## src/rtl/tpbp_pkg.sv

```systemverilog
package tpbp_pkg;

  localparam int WORD_WIDTH     = 32;
  localparam int RAW_WIDTH      = 16;
  localparam int ESC_PREFIX_LEN = 7;
  localparam logic [ESC_PREFIX_LEN-1:0] ESC_PREFIX = 7'h7F;

  // longest code: seven ones, a zero and a full-width index
  localparam int CODE_WIDTH = 24;
  localparam int LEN_WIDTH  = 5;
  localparam int FILL_WIDTH = 5;
  // pending bits (below one word) followed by one code
  localparam int COMB_WIDTH = WORD_WIDTH + CODE_WIDTH;
  localparam int TOT_WIDTH  = 6;

  localparam int TOTAL_BITS_WIDTH = 40;
  localparam int COUNT_WIDTH      = 32;
  localparam int POS_WIDTH        = 16;
  localparam int VPB_WIDTH        = 17;
  localparam int IW_WIDTH         = 5;
  localparam int KIND_WIDTH       = 3;

  localparam logic [IW_WIDTH-1:0]  INDEX_WIDTH_RESET = 5'd8;
  localparam logic [IW_WIDTH-1:0]  INDEX_WIDTH_MAX   = 5'd16;
  localparam logic [VPB_WIDTH-1:0] VPB_RESET         = 17'd256;
  localparam logic [VPB_WIDTH-1:0] VPB_MAX           = 17'd65536;

  localparam int CFG_INDEX_WIDTH = 1;
  localparam int CFG_DATA_WIDTH  = 17;
  localparam logic [CFG_INDEX_WIDTH-1:0] CFG_INDEX_WIDTH_REG = 1'b0;
  localparam logic [CFG_INDEX_WIDTH-1:0] CFG_VALUES_PER_BLOCK = 1'b1;

  localparam logic [KIND_WIDTH-1:0] KIND_WORD    = 3'd0;
  localparam logic [KIND_WIDTH-1:0] KIND_ESCAPE  = 3'd1;
  localparam logic [KIND_WIDTH-1:0] KIND_POINTER = 3'd2;
  localparam logic [KIND_WIDTH-1:0] KIND_TOTALS  = 3'd3;

  localparam int QUEUE_DEPTH_DEFAULT = 4;

  // which results a request causes, in delivery order from the top member
  typedef struct packed {
    logic ptr;
    logic esc;
    logic word;
    logic flush;
    logic tot;
  } flags_t;

  localparam int NUM_FLAGS = 5;

  typedef struct packed {
    flags_t                       flags;
    logic [WORD_WIDTH-1:0]        ptr_offset;
    logic [COUNT_WIDTH-1:0]       ptr_escapes;
    logic [RAW_WIDTH-1:0]         raw;
    logic [WORD_WIDTH-1:0]        word;
    logic [WORD_WIDTH-1:0]        flush_word;
    logic [TOTAL_BITS_WIDTH-1:0]  tot_bits;
    logic [COUNT_WIDTH-1:0]       tot_escapes;
  } record_t;

endpackage

```

## src/rtl/tpbp_front.sv

```systemverilog
module tpbp_front (
  input  logic                                  clk,
  input  logic                                  rst,
  input  logic                                  push,
  input  logic                                  q_full,
  input  logic                                  is_escape,
  input  logic [2:0]                            tier,
  input  logic [15:0]                           code_index,
  input  logic [tpbp_pkg::RAW_WIDTH-1:0]        raw_value,
  input  logic                                  end_of_stream,
  input  logic                                  cfg_valid,
  output logic                                  cfg_ready,
  input  logic [tpbp_pkg::CFG_INDEX_WIDTH-1:0]  cfg_index,
  input  logic [tpbp_pkg::CFG_DATA_WIDTH-1:0]   cfg_data,
  output logic                                  q_push,
  output tpbp_pkg::record_t                     q_rec
);

  logic [tpbp_pkg::IW_WIDTH-1:0]          index_width;
  logic [tpbp_pkg::VPB_WIDTH-1:0]         values_per_block;
  logic [tpbp_pkg::WORD_WIDTH-1:0]        acc;
  logic [tpbp_pkg::FILL_WIDTH-1:0]        fill;
  logic [tpbp_pkg::TOTAL_BITS_WIDTH-1:0]  bit_total;
  logic [tpbp_pkg::COUNT_WIDTH-1:0]       escapes;
  logic [tpbp_pkg::POS_WIDTH-1:0]         pos;

  logic [tpbp_pkg::WORD_WIDTH-1:0]        acc_next;
  logic [tpbp_pkg::FILL_WIDTH-1:0]        fill_next;
  logic [tpbp_pkg::TOTAL_BITS_WIDTH-1:0]  bit_total_next;
  logic [tpbp_pkg::COUNT_WIDTH-1:0]       escapes_next;
  logic [tpbp_pkg::POS_WIDTH-1:0]         pos_next;

  logic                                   accept;
  logic [tpbp_pkg::IW_WIDTH-1:0]          w;
  logic [tpbp_pkg::VPB_WIDTH-1:0]         vpb;
  logic [7:0]                             prefix;
  logic [16:0]                            idx_mask;
  logic [tpbp_pkg::CODE_WIDTH-1:0]        code;
  logic [tpbp_pkg::LEN_WIDTH-1:0]         len;
  logic [tpbp_pkg::COMB_WIDTH-1:0]        comb;
  logic [tpbp_pkg::COMB_WIDTH-1:0]        comb_rest;
  logic [tpbp_pkg::TOT_WIDTH-1:0]         tot;
  logic [tpbp_pkg::TOT_WIDTH-1:0]         tot_rest;
  logic                                   word_done;
  logic [tpbp_pkg::VPB_WIDTH-1:0]         pos_inc;
  logic [tpbp_pkg::TOT_WIDTH-1:0]         pad_shift;

  assign cfg_ready = 1'b1;
  assign accept    = push && !q_full;

  always_comb begin
    w = index_width;
    if (w == '0) begin
      w = 5'd1;
    end else if (w > tpbp_pkg::INDEX_WIDTH_MAX) begin
      w = tpbp_pkg::INDEX_WIDTH_MAX;
    end
    vpb = values_per_block;
    if (vpb == '0) begin
      vpb = 17'd1;
    end else if (vpb > tpbp_pkg::VPB_MAX) begin
      vpb = tpbp_pkg::VPB_MAX;
    end
  end

  // classify: build the code and its length
  always_comb begin
    prefix   = ((8'd1 << tier) - 8'd1) << 1;
    idx_mask = (17'd1 << w) - 17'd1;
    if (is_escape) begin
      code = {1'b0, tpbp_pkg::ESC_PREFIX, raw_value};
      len  = 5'(tpbp_pkg::ESC_PREFIX_LEN + tpbp_pkg::RAW_WIDTH);
    end else begin
      code = ({16'd0, prefix} << w) | {8'd0, code_index & idx_mask[15:0]};
      len  = {2'b00, tier} + 5'd1 + w;
    end
  end

  // pack: append the code and split off a full word
  always_comb begin
    comb      = ({{tpbp_pkg::CODE_WIDTH{1'b0}}, acc} << len)
              | {{tpbp_pkg::WORD_WIDTH{1'b0}}, code};
    tot       = {1'b0, fill} + {1'b0, len};
    word_done = tot >= 6'(tpbp_pkg::WORD_WIDTH);
    tot_rest  = word_done ? tot - 6'(tpbp_pkg::WORD_WIDTH) : tot;
    comb_rest = comb & ((56'd1 << tot_rest) - 56'd1);
    pad_shift = 6'(tpbp_pkg::WORD_WIDTH) - tot_rest;
    pos_inc   = {1'b0, pos} + 17'd1;
  end

  always_comb begin
    q_rec                   = '0;
    q_rec.flags.ptr         = pos == '0;
    q_rec.flags.esc         = is_escape;
    q_rec.flags.word        = word_done;
    q_rec.flags.flush       = end_of_stream && (tot_rest != '0);
    q_rec.flags.tot         = end_of_stream;
    q_rec.ptr_offset        = bit_total[tpbp_pkg::WORD_WIDTH-1:0];
    q_rec.ptr_escapes       = escapes;
    q_rec.raw               = raw_value;
    q_rec.word              = 32'(comb >> tot_rest);
    q_rec.flush_word        = comb_rest[tpbp_pkg::WORD_WIDTH-1:0] << pad_shift;
    q_rec.tot_bits          = bit_total + {35'd0, len};
    q_rec.tot_escapes       = escapes + {31'd0, is_escape};
    q_push                  = accept && (q_rec.flags != '0);
  end

  always_comb begin
    acc_next       = comb_rest[tpbp_pkg::WORD_WIDTH-1:0];
    fill_next      = tot_rest[tpbp_pkg::FILL_WIDTH-1:0];
    bit_total_next = q_rec.tot_bits;
    escapes_next   = q_rec.tot_escapes;
    pos_next       = (pos_inc >= vpb) ? '0 : pos_inc[tpbp_pkg::POS_WIDTH-1:0];
    if (end_of_stream) begin
      acc_next       = '0;
      fill_next      = '0;
      bit_total_next = '0;
      escapes_next   = '0;
      pos_next       = '0;
    end
  end

  always_ff @(posedge clk) begin
    if (rst) begin
      acc       <= '0;
      fill      <= '0;
      bit_total <= '0;
      escapes   <= '0;
      pos       <= '0;
    end else if (accept) begin
      acc       <= acc_next;
      fill      <= fill_next;
      bit_total <= bit_total_next;
      escapes   <= escapes_next;
      pos       <= pos_next;
    end
  end

  always_ff @(posedge clk) begin
    if (rst) begin
      index_width      <= tpbp_pkg::INDEX_WIDTH_RESET;
      values_per_block <= tpbp_pkg::VPB_RESET;
    end else if (cfg_valid && cfg_ready) begin
      case (cfg_index)
        tpbp_pkg::CFG_INDEX_WIDTH_REG:  index_width      <= cfg_data[tpbp_pkg::IW_WIDTH-1:0];
        tpbp_pkg::CFG_VALUES_PER_BLOCK: values_per_block <= cfg_data;
        default: ;
      endcase
    end
  end

endmodule

```

## src/rtl/tpbp_queue.sv

```systemverilog
module tpbp_queue #(
  parameter int DEPTH = tpbp_pkg::QUEUE_DEPTH_DEFAULT
) (
  input  logic               clk,
  input  logic               rst,
  input  logic               wr_en,
  input  tpbp_pkg::record_t  wr_rec,
  output logic               full,
  input  logic               rd_en,
  output logic               rd_valid,
  output tpbp_pkg::record_t  rd_rec
);

  localparam int PTR_W = $clog2(DEPTH);
  localparam int CNT_W = $clog2(DEPTH + 1);

  tpbp_pkg::record_t   mem [DEPTH];
  logic [PTR_W-1:0]    wr_ptr;
  logic [PTR_W-1:0]    rd_ptr;
  logic [CNT_W-1:0]    count;
  logic                do_wr;
  logic                do_rd;

  assign full     = count == CNT_W'(DEPTH);
  assign rd_valid = count != '0;
  assign rd_rec   = mem[rd_ptr];
  assign do_wr    = wr_en && !full;
  assign do_rd    = rd_en && rd_valid;

  always_ff @(posedge clk) begin
    if (do_wr) begin
      mem[wr_ptr] <= wr_rec;
    end
  end

  always_ff @(posedge clk) begin
    if (rst) begin
      wr_ptr <= '0;
      rd_ptr <= '0;
      count  <= '0;
    end else begin
      if (do_wr) begin
        wr_ptr <= (wr_ptr == PTR_W'(DEPTH - 1)) ? '0 : wr_ptr + 1'b1;
      end
      if (do_rd) begin
        rd_ptr <= (rd_ptr == PTR_W'(DEPTH - 1)) ? '0 : rd_ptr + 1'b1;
      end
      if (do_wr && !do_rd) begin
        count <= count + 1'b1;
      end else if (do_rd && !do_wr) begin
        count <= count - 1'b1;
      end
    end
  end

endmodule

```

## src/rtl/tpbp_back.sv

```systemverilog
module tpbp_back (
  input  logic                                  clk,
  input  logic                                  rst,
  input  logic                                  q_valid,
  input  tpbp_pkg::record_t                     q_rec,
  output logic                                  q_pop,
  output logic                                  empty,
  input  logic                                  pop,
  output logic [tpbp_pkg::KIND_WIDTH-1:0]       kind,
  output logic [tpbp_pkg::WORD_WIDTH-1:0]       packed_word,
  output logic [tpbp_pkg::RAW_WIDTH-1:0]        escape_value,
  output logic [31:0]                           block_bit_offset,
  output logic [31:0]                           block_escape_index,
  output logic [tpbp_pkg::TOTAL_BITS_WIDTH-1:0] total_bits,
  output logic [tpbp_pkg::COUNT_WIDTH-1:0]      escape_count,
  output logic                                  last_of_run
);

  tpbp_pkg::record_t   rec;
  tpbp_pkg::flags_t    mask;
  tpbp_pkg::flags_t    mask_clr;
  logic                busy;
  logic                take;

  assign busy  = mask != '0;
  assign empty = !busy;

  // pick the first pending result and drop it from the mask
  always_comb begin
    mask_clr           = mask;
    kind               = tpbp_pkg::KIND_WORD;
    packed_word        = '0;
    escape_value       = '0;
    block_bit_offset   = '0;
    block_escape_index = '0;
    total_bits         = '0;
    escape_count       = '0;
    if (mask.ptr) begin
      mask_clr.ptr       = 1'b0;
      kind               = tpbp_pkg::KIND_POINTER;
      block_bit_offset   = rec.ptr_offset;
      block_escape_index = rec.ptr_escapes;
    end else if (mask.esc) begin
      mask_clr.esc = 1'b0;
      kind         = tpbp_pkg::KIND_ESCAPE;
      escape_value = rec.raw;
    end else if (mask.word) begin
      mask_clr.word = 1'b0;
      packed_word   = rec.word;
    end else if (mask.flush) begin
      mask_clr.flush = 1'b0;
      packed_word    = rec.flush_word;
    end else if (mask.tot) begin
      mask_clr.tot = 1'b0;
      kind         = tpbp_pkg::KIND_TOTALS;
      total_bits   = rec.tot_bits;
      escape_count = rec.tot_escapes;
    end
    last_of_run = busy && (mask_clr == '0);
  end

  assign take  = q_valid && (!busy || (pop && last_of_run));
  assign q_pop = take;

  always_ff @(posedge clk) begin
    if (take) begin
      rec <= q_rec;
    end
  end

  always_ff @(posedge clk) begin
    if (rst) begin
      mask <= '0;
    end else if (take) begin
      mask <= q_rec.flags;
    end else if (pop && busy) begin
      mask <= mask_clr;
    end
  end

`ifndef ASSERT_OFF
  a_totals_last: assert property (@(posedge clk) disable iff (rst)
    (busy && kind == tpbp_pkg::KIND_TOTALS) |-> last_of_run)
    else $error("totals result is not the last of its request");
  a_more_follow: assert property (@(posedge clk) disable iff (rst)
    (pop && busy && !last_of_run) |=> busy)
    else $error("results of a request lost mid-run");
  a_load_busy: assert property (@(posedge clk) disable iff (rst)
    take |=> busy)
    else $error("queued request carried no results");
`endif

endmodule

```

## src/rtl/tiered_prefix_bit_packer_unit.sv

```systemverilog
// Tiered prefix-code bit packer with escape.
// Input channel (push/full): one coded value per request, either a tier plus
// codebook index or an escape carrying a raw 16-bit value, with an
// end_of_stream flag. A request is taken on a clock edge with push high and
// full low; a new request may follow on every cycle.
// Result channel (empty/pop): the oldest result sits on the ports while empty
// is low and leaves on an edge with pop high. kind tells a packed word, an
// escape value, a block pointer or the stream totals; last_of_run marks the
// final result of its request. A request makes zero to five results.
// Configuration (cfg_valid/cfg_ready, always ready): index 0 is index_width,
// index 1 is values_per_block; write only while the block is idle.
// A taken request is written to the queue, then loaded into the result stage.
// Throughput: one request per cycle in the front stage while full is low; while
// pop is high the result port moves one result per cycle, so a run of requests
// that average more than one result each is paced by pop at one result per
// cycle. A queue of QUEUE_DEPTH requests sits between packing and delivery.
// When the receiver stalls the queue fills and full rises; no result is lost.
// Reset (rst, synchronous) clears the stream state, empties the queue and
// restores index_width to 8 and values_per_block to 256.
module tiered_prefix_bit_packer_unit #(
  parameter int QUEUE_DEPTH = tpbp_pkg::QUEUE_DEPTH_DEFAULT
) (
  input  logic                                  clk,
  input  logic                                  rst,
  // input requests
  input  logic                                  push,
  output logic                                  full,
  input  logic                                  is_escape,
  input  logic [2:0]                            tier,
  input  logic [15:0]                           code_index,
  input  logic [tpbp_pkg::RAW_WIDTH-1:0]        raw_value,
  input  logic                                  end_of_stream,
  // configuration writes
  input  logic                                  cfg_valid,
  output logic                                  cfg_ready,
  input  logic [tpbp_pkg::CFG_INDEX_WIDTH-1:0]  cfg_index,
  input  logic [tpbp_pkg::CFG_DATA_WIDTH-1:0]   cfg_data,
  // results
  output logic                                  empty,
  input  logic                                  pop,
  output logic [tpbp_pkg::KIND_WIDTH-1:0]       kind,
  output logic [tpbp_pkg::WORD_WIDTH-1:0]       packed_word,
  output logic [tpbp_pkg::RAW_WIDTH-1:0]        escape_value,
  output logic [31:0]                           block_bit_offset,
  output logic [31:0]                           block_escape_index,
  output logic [tpbp_pkg::TOTAL_BITS_WIDTH-1:0] total_bits,
  output logic [tpbp_pkg::COUNT_WIDTH-1:0]      escape_count,
  output logic                                  last_of_run
);

  // front to queue: one record per request that makes any result
  logic               q_push;
  logic               q_full;
  tpbp_pkg::record_t  q_wr_rec;
  // queue to back
  logic               q_valid;
  logic               q_pop;
  tpbp_pkg::record_t  q_rd_rec;

  assign full = q_full;

  // classify, pack bits and advance the stream counters
  tpbp_front u_front (
    .clk           (clk),
    .rst           (rst),
    .push          (push),
    .q_full        (q_full),
    .is_escape     (is_escape),
    .tier          (tier),
    .code_index    (code_index),
    .raw_value     (raw_value),
    .end_of_stream (end_of_stream),
    .cfg_valid     (cfg_valid),
    .cfg_ready     (cfg_ready),
    .cfg_index     (cfg_index),
    .cfg_data      (cfg_data),
    .q_push        (q_push),
    .q_rec         (q_wr_rec)
  );

  // hold packed requests while the receiver stalls
  tpbp_queue #(
    .DEPTH (QUEUE_DEPTH)
  ) u_queue (
    .clk      (clk),
    .rst      (rst),
    .wr_en    (q_push),
    .wr_rec   (q_wr_rec),
    .full     (q_full),
    .rd_en    (q_pop),
    .rd_valid (q_valid),
    .rd_rec   (q_rd_rec)
  );

  // deliver the results of each request in order, one per pop
  tpbp_back u_back (
    .clk                (clk),
    .rst                (rst),
    .q_valid            (q_valid),
    .q_rec              (q_rd_rec),
    .q_pop              (q_pop),
    .empty              (empty),
    .pop                (pop),
    .kind               (kind),
    .packed_word        (packed_word),
    .escape_value       (escape_value),
    .block_bit_offset   (block_bit_offset),
    .block_escape_index (block_escape_index),
    .total_bits         (total_bits),
    .escape_count       (escape_count),
    .last_of_run        (last_of_run)
  );

endmodule

```

## config.mk

```make
export PLATFORM = sky130hd
export DESIGN_NAME = tiered_prefix_bit_packer_unit
export DESIGN_NICKNAME = d
export VERILOG_FILES = /design/src/rtl/tpbp_pkg.sv /design/src/rtl/tpbp_front.sv /design/src/rtl/tpbp_queue.sv /design/src/rtl/tpbp_back.sv /design/src/rtl/tiered_prefix_bit_packer_unit.sv
export SDC_FILE = /design/constraint.sdc
export NUM_CORES = 2
export LEC_CHECK = 0
export ABC_AREA = 1
export ABC_CLOCK_PERIOD_IN_PS = 24900
export BUFFER_PORTS_ARGS = -buffer_cell sky130_fd_sc_hd__clkbuf_2
export CAP_MARGIN = 10
export CORE_MARGIN = 1
export CORE_UTILIZATION = 50
export DETAILED_ROUTE_END_ITERATION = 7
export PLACE_DENSITY = 0.69
export SLEW_MARGIN = 25
export SYNTH_ARGS = -nofsm -noshare
export SYNTH_HDL_FRONTEND = slang
export SYNTH_SLANG_ARGS = --single-unit
```

## constraint.sdc

```tcl
create_clock -name clk -period 24.9 [get_ports clk]
set_input_delay 1.245 -clock clk [delete_from_list [all_inputs] [get_ports clk]]
set_output_delay 1.245 -clock clk [all_outputs]
set_load 0.01 [all_outputs]
```

; ---- Word level (Yosys, flattened, before mapping)
; Memory sizes are Yosys's and may differ from the RTL's. A register that Yosys moved wholly into a read port is not among the register bits.
; Index checks and enable logic that the tools add are counted.
[totals]
ff_bits = 375
out_inout_bits = 191
n_memories = 1
ram_bits = 884
in_bits = 60
elab_cells = 135
[classes]
addsub = 15
n_mux = 50
n_lt_le_gt_ge = 4
shift = 7
n_reduce_logical = 28
bitwise_logic = 5
n_eq_ne = 3
[memory_table]
columns = memory, words, word_bits, read_ports, rd_ports_with_merged_regs, wr, line
row1 = u_queue.mem, 4, 221, 1, 1, 1, tpbp_queue.sv:17  ; tpbp_pkg::record_t mem [DEPTH];
[ops]
columns = operator, n
row1 = $mux W32, 13
row2 = $mux W40, 6
row3 = $mux W16, 4
row4 = $or A56 B24 Y56, 1
row5 = $shl A32 B5 Y56, 1
row6 = $shr A56 B6 Y32, 1
row7 = $add A40 B5 Y40, 1
row8 = $mux W17, 2
row9 = $add A32 B1 Y32, 1
row10 = $and A32 B32 Y32, 1
row11 = $shl A1 B6 Y32 const A, 1
row12 = $shl A32 B6 Y32, 1
row13 = $sub A32 B1 Y32 const B, 1
row14 = $mux W5, 6
row15 = $mux W24, 1
row16 = $or A24 B16 Y24, 1
row17 = $shl A8 B5 Y24, 1
row18 = $mux W3, 7
row19 = $add A16 B1 Y17 const B, 1
row20 = $ge A17 B17 Y1, 1
row21 = $gt A17 B17 Y1 const B, 1
row22 = $logic_not A17 Y1, 1
row23 = $and A16 B16 Y16, 1
row24 = $logic_not A16 Y1, 1
row25 = other kinds (30), 56

; ---- Longest topological paths before layout
[depth]
word_depth = 17
mapped_depth = 35
depth_no_buf = 31

; ---- Hierarchy
; A second synthesis with hierarchy kept.
[unflattened]
cells_unflattened = 6222
hier_area_um2 = 60187.7
[by_module_without_submodules]
columns = module, area_per_inst_um2, cells_each, n_inst, seq_area_each_um2
row1 = tpbp_queue, 33051.7, 2206, 1, 26725.6
row2 = tpbp_front, 18550.3, 3304, 1, 2942.8
row3 = tpbp_back, 8585.7, 712, 1, 6586.3

; ---- Worst setup path after synthesis
; OpenSTA, ideal clock, no wires.
[synth_timing]
kind = input to register
start = in tier[0]
end = mem u_queue.mem[0][0] (netlist name), enable pin
required_ps = 24093
slack_ps = 11102
n_path_buf = 2
t_arrival_ps = 12991
cell_stages = 17
setup_ps = 807
path_cell_list = ha_1 ha_1 inv_1 ha_1 nand2_1 nand2_1 a21oi_1 nor2_1 nor2_2 inv_1 buf_2 buf_2 ha_1 a21oi_1 nand3_1 nand2_1 nor2_1
[synth_via]
elab_chain_cells = 13
word_cells_on_any_way = 14
classes_between = add/sub (4) / order compare (1) / mux (4) / reduce/logical (5)
[synth_lines]
columns = item, line
row1 = "start, declared", tiered_prefix_bit_packer_unit.sv:29  ; input logic [2:0] tier,
row2 = $add A3 B1 Y4 *, tpbp_front.sv:75  ; len = {2'b00, tier} + 5'd1 + w;
row3 = $add A5 B5 Y5 *, tpbp_front.sv:75
row4 = $mux W5 *, tpbp_front.sv:70  ; if (is_escape) begin
row5 = $add A5 B5 Y6 *, tpbp_front.sv:83  ; tot = {1'b0, fill} + {1'b0, len};
row6 = $sub A6 B6 Y6 or $ge A6 B6 Y1 (tied branches), "tpbp_front.sv:85, tpbp_front.sv:84"
row7 = $mux W6, tpbp_front.sv:85  ; tot_rest = word_done ? tot - 6'(tpbp_pkg::WORD_WIDTH) : tot;
row8 = $reduce_bool A6 Y1, tpbp_front.sv:96  ; q_rec.flags.flush = end_of_stream && (tot_rest != '0);
row9 = $logic_and A1 B1 Y1, tpbp_front.sv:96
row10 = $reduce_bool A5 Y1 *, tpbp_front.sv:105  ; q_push = accept && (q_rec.flags != '0);
row11 = $logic_and A1 B1 Y1 *, tpbp_front.sv:105
row12 = $logic_and A1 B1 Y1 *, tpbp_queue.sv:27  ; assign do_wr = wr_en && !full;
row13 = $mux W1 *, tpbp_queue.sv:31  ; if (do_wr) begin
row14 = $mux W1 (implied by the code) *, tpbp_queue.sv:32  ; mem[wr_ptr] <= wr_rec;
row15 = "end, declared", tpbp_queue.sv:17
; Every way passes the cells marked *; elsewhere a longest branch is shown, timed or not.

==> impl_metrics.env <==
export IMPL_outcome="completed"
export IMPL_seqPwrFrac_pct=41.1
export IMPL_portBuffers=248
export IMPL_p_switching_mw=2.89
export IMPL_critPathBufInv=6
export IMPL_synth_edf_count=1100
export IMPL_max_freq_mhz=130
export IMPL_drtAntennaViolNets=0
export IMPL_cts_root_buf="clkbuf_16"
export IMPL_seq_area_um2=36300
export IMPL_final_hold_viol_count=0
export IMPL_drt_pass1_iterations=6
export IMPL_holdBufCountCts=0
export IMPL_final_setup_viol_count=0
export IMPL_min_to="u_front.acc[8]$_SDFFE_PP0P_"
export IMPL_gp_congestion=0.962
export IMPL_fin_crit_sh_pct=30.9
export IMPL_clock_sinks=1261
export IMPL_areaGrowthSynthToFinish_pct=11.0
export IMPL_holdCritPathClass="reg2reg"
export IMPL_required_ns=25.46
export IMPL_drt_iter0_drc=4767
export IMPL_worstHoldPathCells=2
export IMPL_start_util_pct=50.5
export IMPL_slowest_delay_ns=0.84
export IMPL_slew_violations=0
export IMPL_final_cell_mix="nand2_1, edfxtp_1, nor2_1"
export IMPL_core_area_um2=117000
export IMPL_cts_path_max_buffers=3
export IMPL_path_class="reg2reg"
export IMPL_insertion_delay_ns=0.76
export IMPL_wl_per_cell_um=21.6
export IMPL_grt_pass1_vias=41716
export IMPL_relSlewSlack_pct=27.1
export IMPL_min_from="u_front.acc[8]$_SDFFE_PP0P_"
export IMPL_pwr_density_cell_nw_per_um2=116
export IMPL_die_x_um=345
export IMPL_grt_pass1_wl_um=254000
export IMPL_intPower_mw=4.67
export IMPL_cts_buffers=130
export IMPL_via_per_inst=5.80
export IMPL_leakage_nw=25.3
export IMPL_switching_share_pct=38.3
export IMPL_postCtsSetupRepairBufs=0
export IMPL_hpwlAfterDp_um=108000
export IMPL_final_common_cell="nand2_1"
export IMPL_reg2reg_to="u_queue.mem[2][92]$_DFFE_PP_"
export IMPL_setup_ws_ns=17.20
export IMPL_syn_instance_count=6093
export IMPL_htree_levels=4
export IMPL_antenna_found_initial=1
export IMPL_cp_slowest_cell="clkinv_1"
export IMPL_n_fill_cell=10019
export IMPL_synth_cell_types=61
export IMPL_die_area_um2=119000
export IMPL_dp_slack_ns=17.06
export IMPL_vias=45182
export IMPL_ys_seq_area_share_pct=61.6
export IMPL_grt_overflow=0
export IMPL_yosys_warnings=0
export IMPL_arrival_ns=8.26
export IMPL_holdWs_ns=0.474
export IMPL_r2r_slack_ns=17.20
export IMPL_setup_tns_ns=0
export IMPL_clock_power_share_pct=24.8
export IMPL_cp_cell_sequence="inv_2 > nand3_1 > nand2_2 > ha_1 > fa_1 > nor2_4 > inv_2 > fa_2 > buf_4 > clkinv_1 > ha_1 > ha_1 > buf_4 > clkinv_1 > o31ai_1 > nand2_1 > nand2_1 > nand2_1 > nor2_1"
export IMPL_endpoint_kind="register"
export IMPL_cap_violations=0
export IMPL_ir_drop_v=0.000120
export IMPL_cts_tree="done"
export IMPL_max_slew_worst_pin_slew_ns=1.08
export IMPL_min_period_ns=7.70
export IMPL_ios=251
export IMPL_avgSynthCellArea_um2=9.67
export IMPL_drive_above_1_share_pct=9.38
export IMPL_grt_usage_pct=27.7
export IMPL_r2r_start="u_front.index_width[4]$_SDFFE_PP0P_"
export IMPL_crit_cells=19
export IMPL_reg2reg_depth=19
export IMPL_grt_max_degree=244
export IMPL_insertedDiodeCount=0
export IMPL_fin_worst_skew_ns=0.0331
export IMPL_multi_input_area_um2=19800
export IMPL_finalWirelength_um=169000
export IMPL_die_h_um=345
export IMPL_combPwrFrac_pct=34.1
export IMPL_drc=0
export IMPL_start_kind="register"
export IMPL_crit_fanout=63
export IMPL_ctsResizeCount=0
export IMPL_synth_seq_cells=1261
export IMPL_finish_net_count=6287
export IMPL_synth_async_reset_ratio_pct=0
export IMPL_fp_row_count=125
export IMPL_syn_area_um2=58900
export IMPL_rsz0062_at_grt="no"
export IMPL_critPathTopFamily="buffers and inverters"
export IMPL_clk_pin_slew_ns=0.06
export IMPL_synth_flop_cell="edfxtp_1"
==> registers in the layout, summed over array words and instances (netlist names), 16 cells and up, named ones only <==
name,cells
u_front.values_per_block,17
u_front.pos,16
u_queue.mem,884
u_back.rec,216
u_front.bit_total,40
u_front.escapes,32
u_front.acc,32
==> synth_stat cells, types with 51 or more instances <==
cell / n / area (um2)
xor2_1: 64 / 561
a21oi_1: 164 / 821
a22oi_1: 52 / 390
o22ai_1: 223 / 1400
nand2_1: 1273 / 4780
ha_1: 56 / 701
nor2_1: 782 / 2940
dfxtp_1: 161 / 3220
nand3_1: 473 / 2370
nand4_1: 51 / 319
buf_1: 54 / 203
o21ai_1: 94 / 470
inv_1: 349 / 1310
o21ai_0: 621 / 3110
clkbuf_1: 261 / 980
edfxtp_1: 1100 / 33000
==> metrics by stage <==
stage | instance area [um2] | total power [mW] | utilization [%] | std cells
2_1_floorplan | 58900 | 4.88 | - | 6094
3_3_place_gp | 61200 | 5.64 | 52.5 | 7555
3_5_place_dp | 61200 | 5.69 | 52.5 | 7555
4_1_cts | 65300 | 7.55 | 56.0 | 7790
5_1_grt | 65400 | 7.93 | 56.1 | 7794
6_report | 65400 | 7.56 | 56.1 | 7794
==> worst register-to-register path, delay by kind of cell, from the launching register on <==
| kind | cells | cell delay, ns |
|---|---|---|
| AOI/OAI and AO/OA | 1 | 0.60 |
| and+or+nand+nor | 7 | 1.48 |
| DFF | 1 | 0.65 |
| buffers and inverters | 6 | 2.65 |
| adders and majority gates | 5 | 2.11 |
==> layout make-up <==
type,instances,share of cell area [%]
Clock buffer,185,5.50
Clock inverter,50,0.790
Inverter,367,2.13
Multi-Input combinational cell,4096,30.4
Sequential cell,1261,55.5
Tap cell,1524,2.92
Timing Repair Buffer,311,2.85
==> power by group through the flow <==
stage | combinational, mW | clock, mW | sequential, mW
4_1_cts | 2.54 | 1.90 | 3.11
5_1_grt | 2.82 | 1.98 | 3.13
3_3_place_gp | 2.50 | 0 | 3.14
3_5_place_dp | 2.54 | 0 | 3.15
2_1_floorplan | 1.70 | 0 | 3.18
6_report | 2.58 | 1.87 | 3.10
==> cells by family after synthesis <==
kind of cell	synth area share (%)
AND/OR/NAND/NOR	19.1
multiplexers	0.153
XOR/XNOR	1.36
adder cells (fa/ha/maj)	1.33
AO/OA/AOI/OAI	11.5
buffers and inverters	4.93
flip-flops	61.6
other	0.0128
==> worst max-delay path by stage <==
stage                                        start                            end  slack (ns)
6_report       u_front.index_width[4]$_SDFFE_PP0P_   u_queue.mem[2][92]$_DFFE_PP_       17.20
5_1_grt        u_front.index_width[4]$_SDFFE_PP0P_   u_queue.mem[0][92]$_DFFE_PP_       16.60
4_1_cts        u_front.index_width[4]$_SDFFE_PP0P_   u_queue.mem[0][61]$_DFFE_PP_       17.23
3_5_place_dp                               tier[0]   u_queue.mem[0][56]$_DFFE_PP_       17.06
3_3_place_gp                               tier[0]  u_queue.mem[3][134]$_DFFE_PP_       17.12
2_1_floorplan                              tier[0]    u_queue.mem[0][0]$_DFFE_PP_       11.10
==> routing by layer <==
metal / GRT usage (%) / part of all wire [%] / vias up
met1: 39.0 / 43 / 21896
li1: - / - / 21328
met5: 0 / 0 / -
met4: 8.15 / 2.6 / 0
met3: 4.01 / 6.7 / 243
met2: 44.5 / 47 / 1715
(Power assumes the default switching activity.)
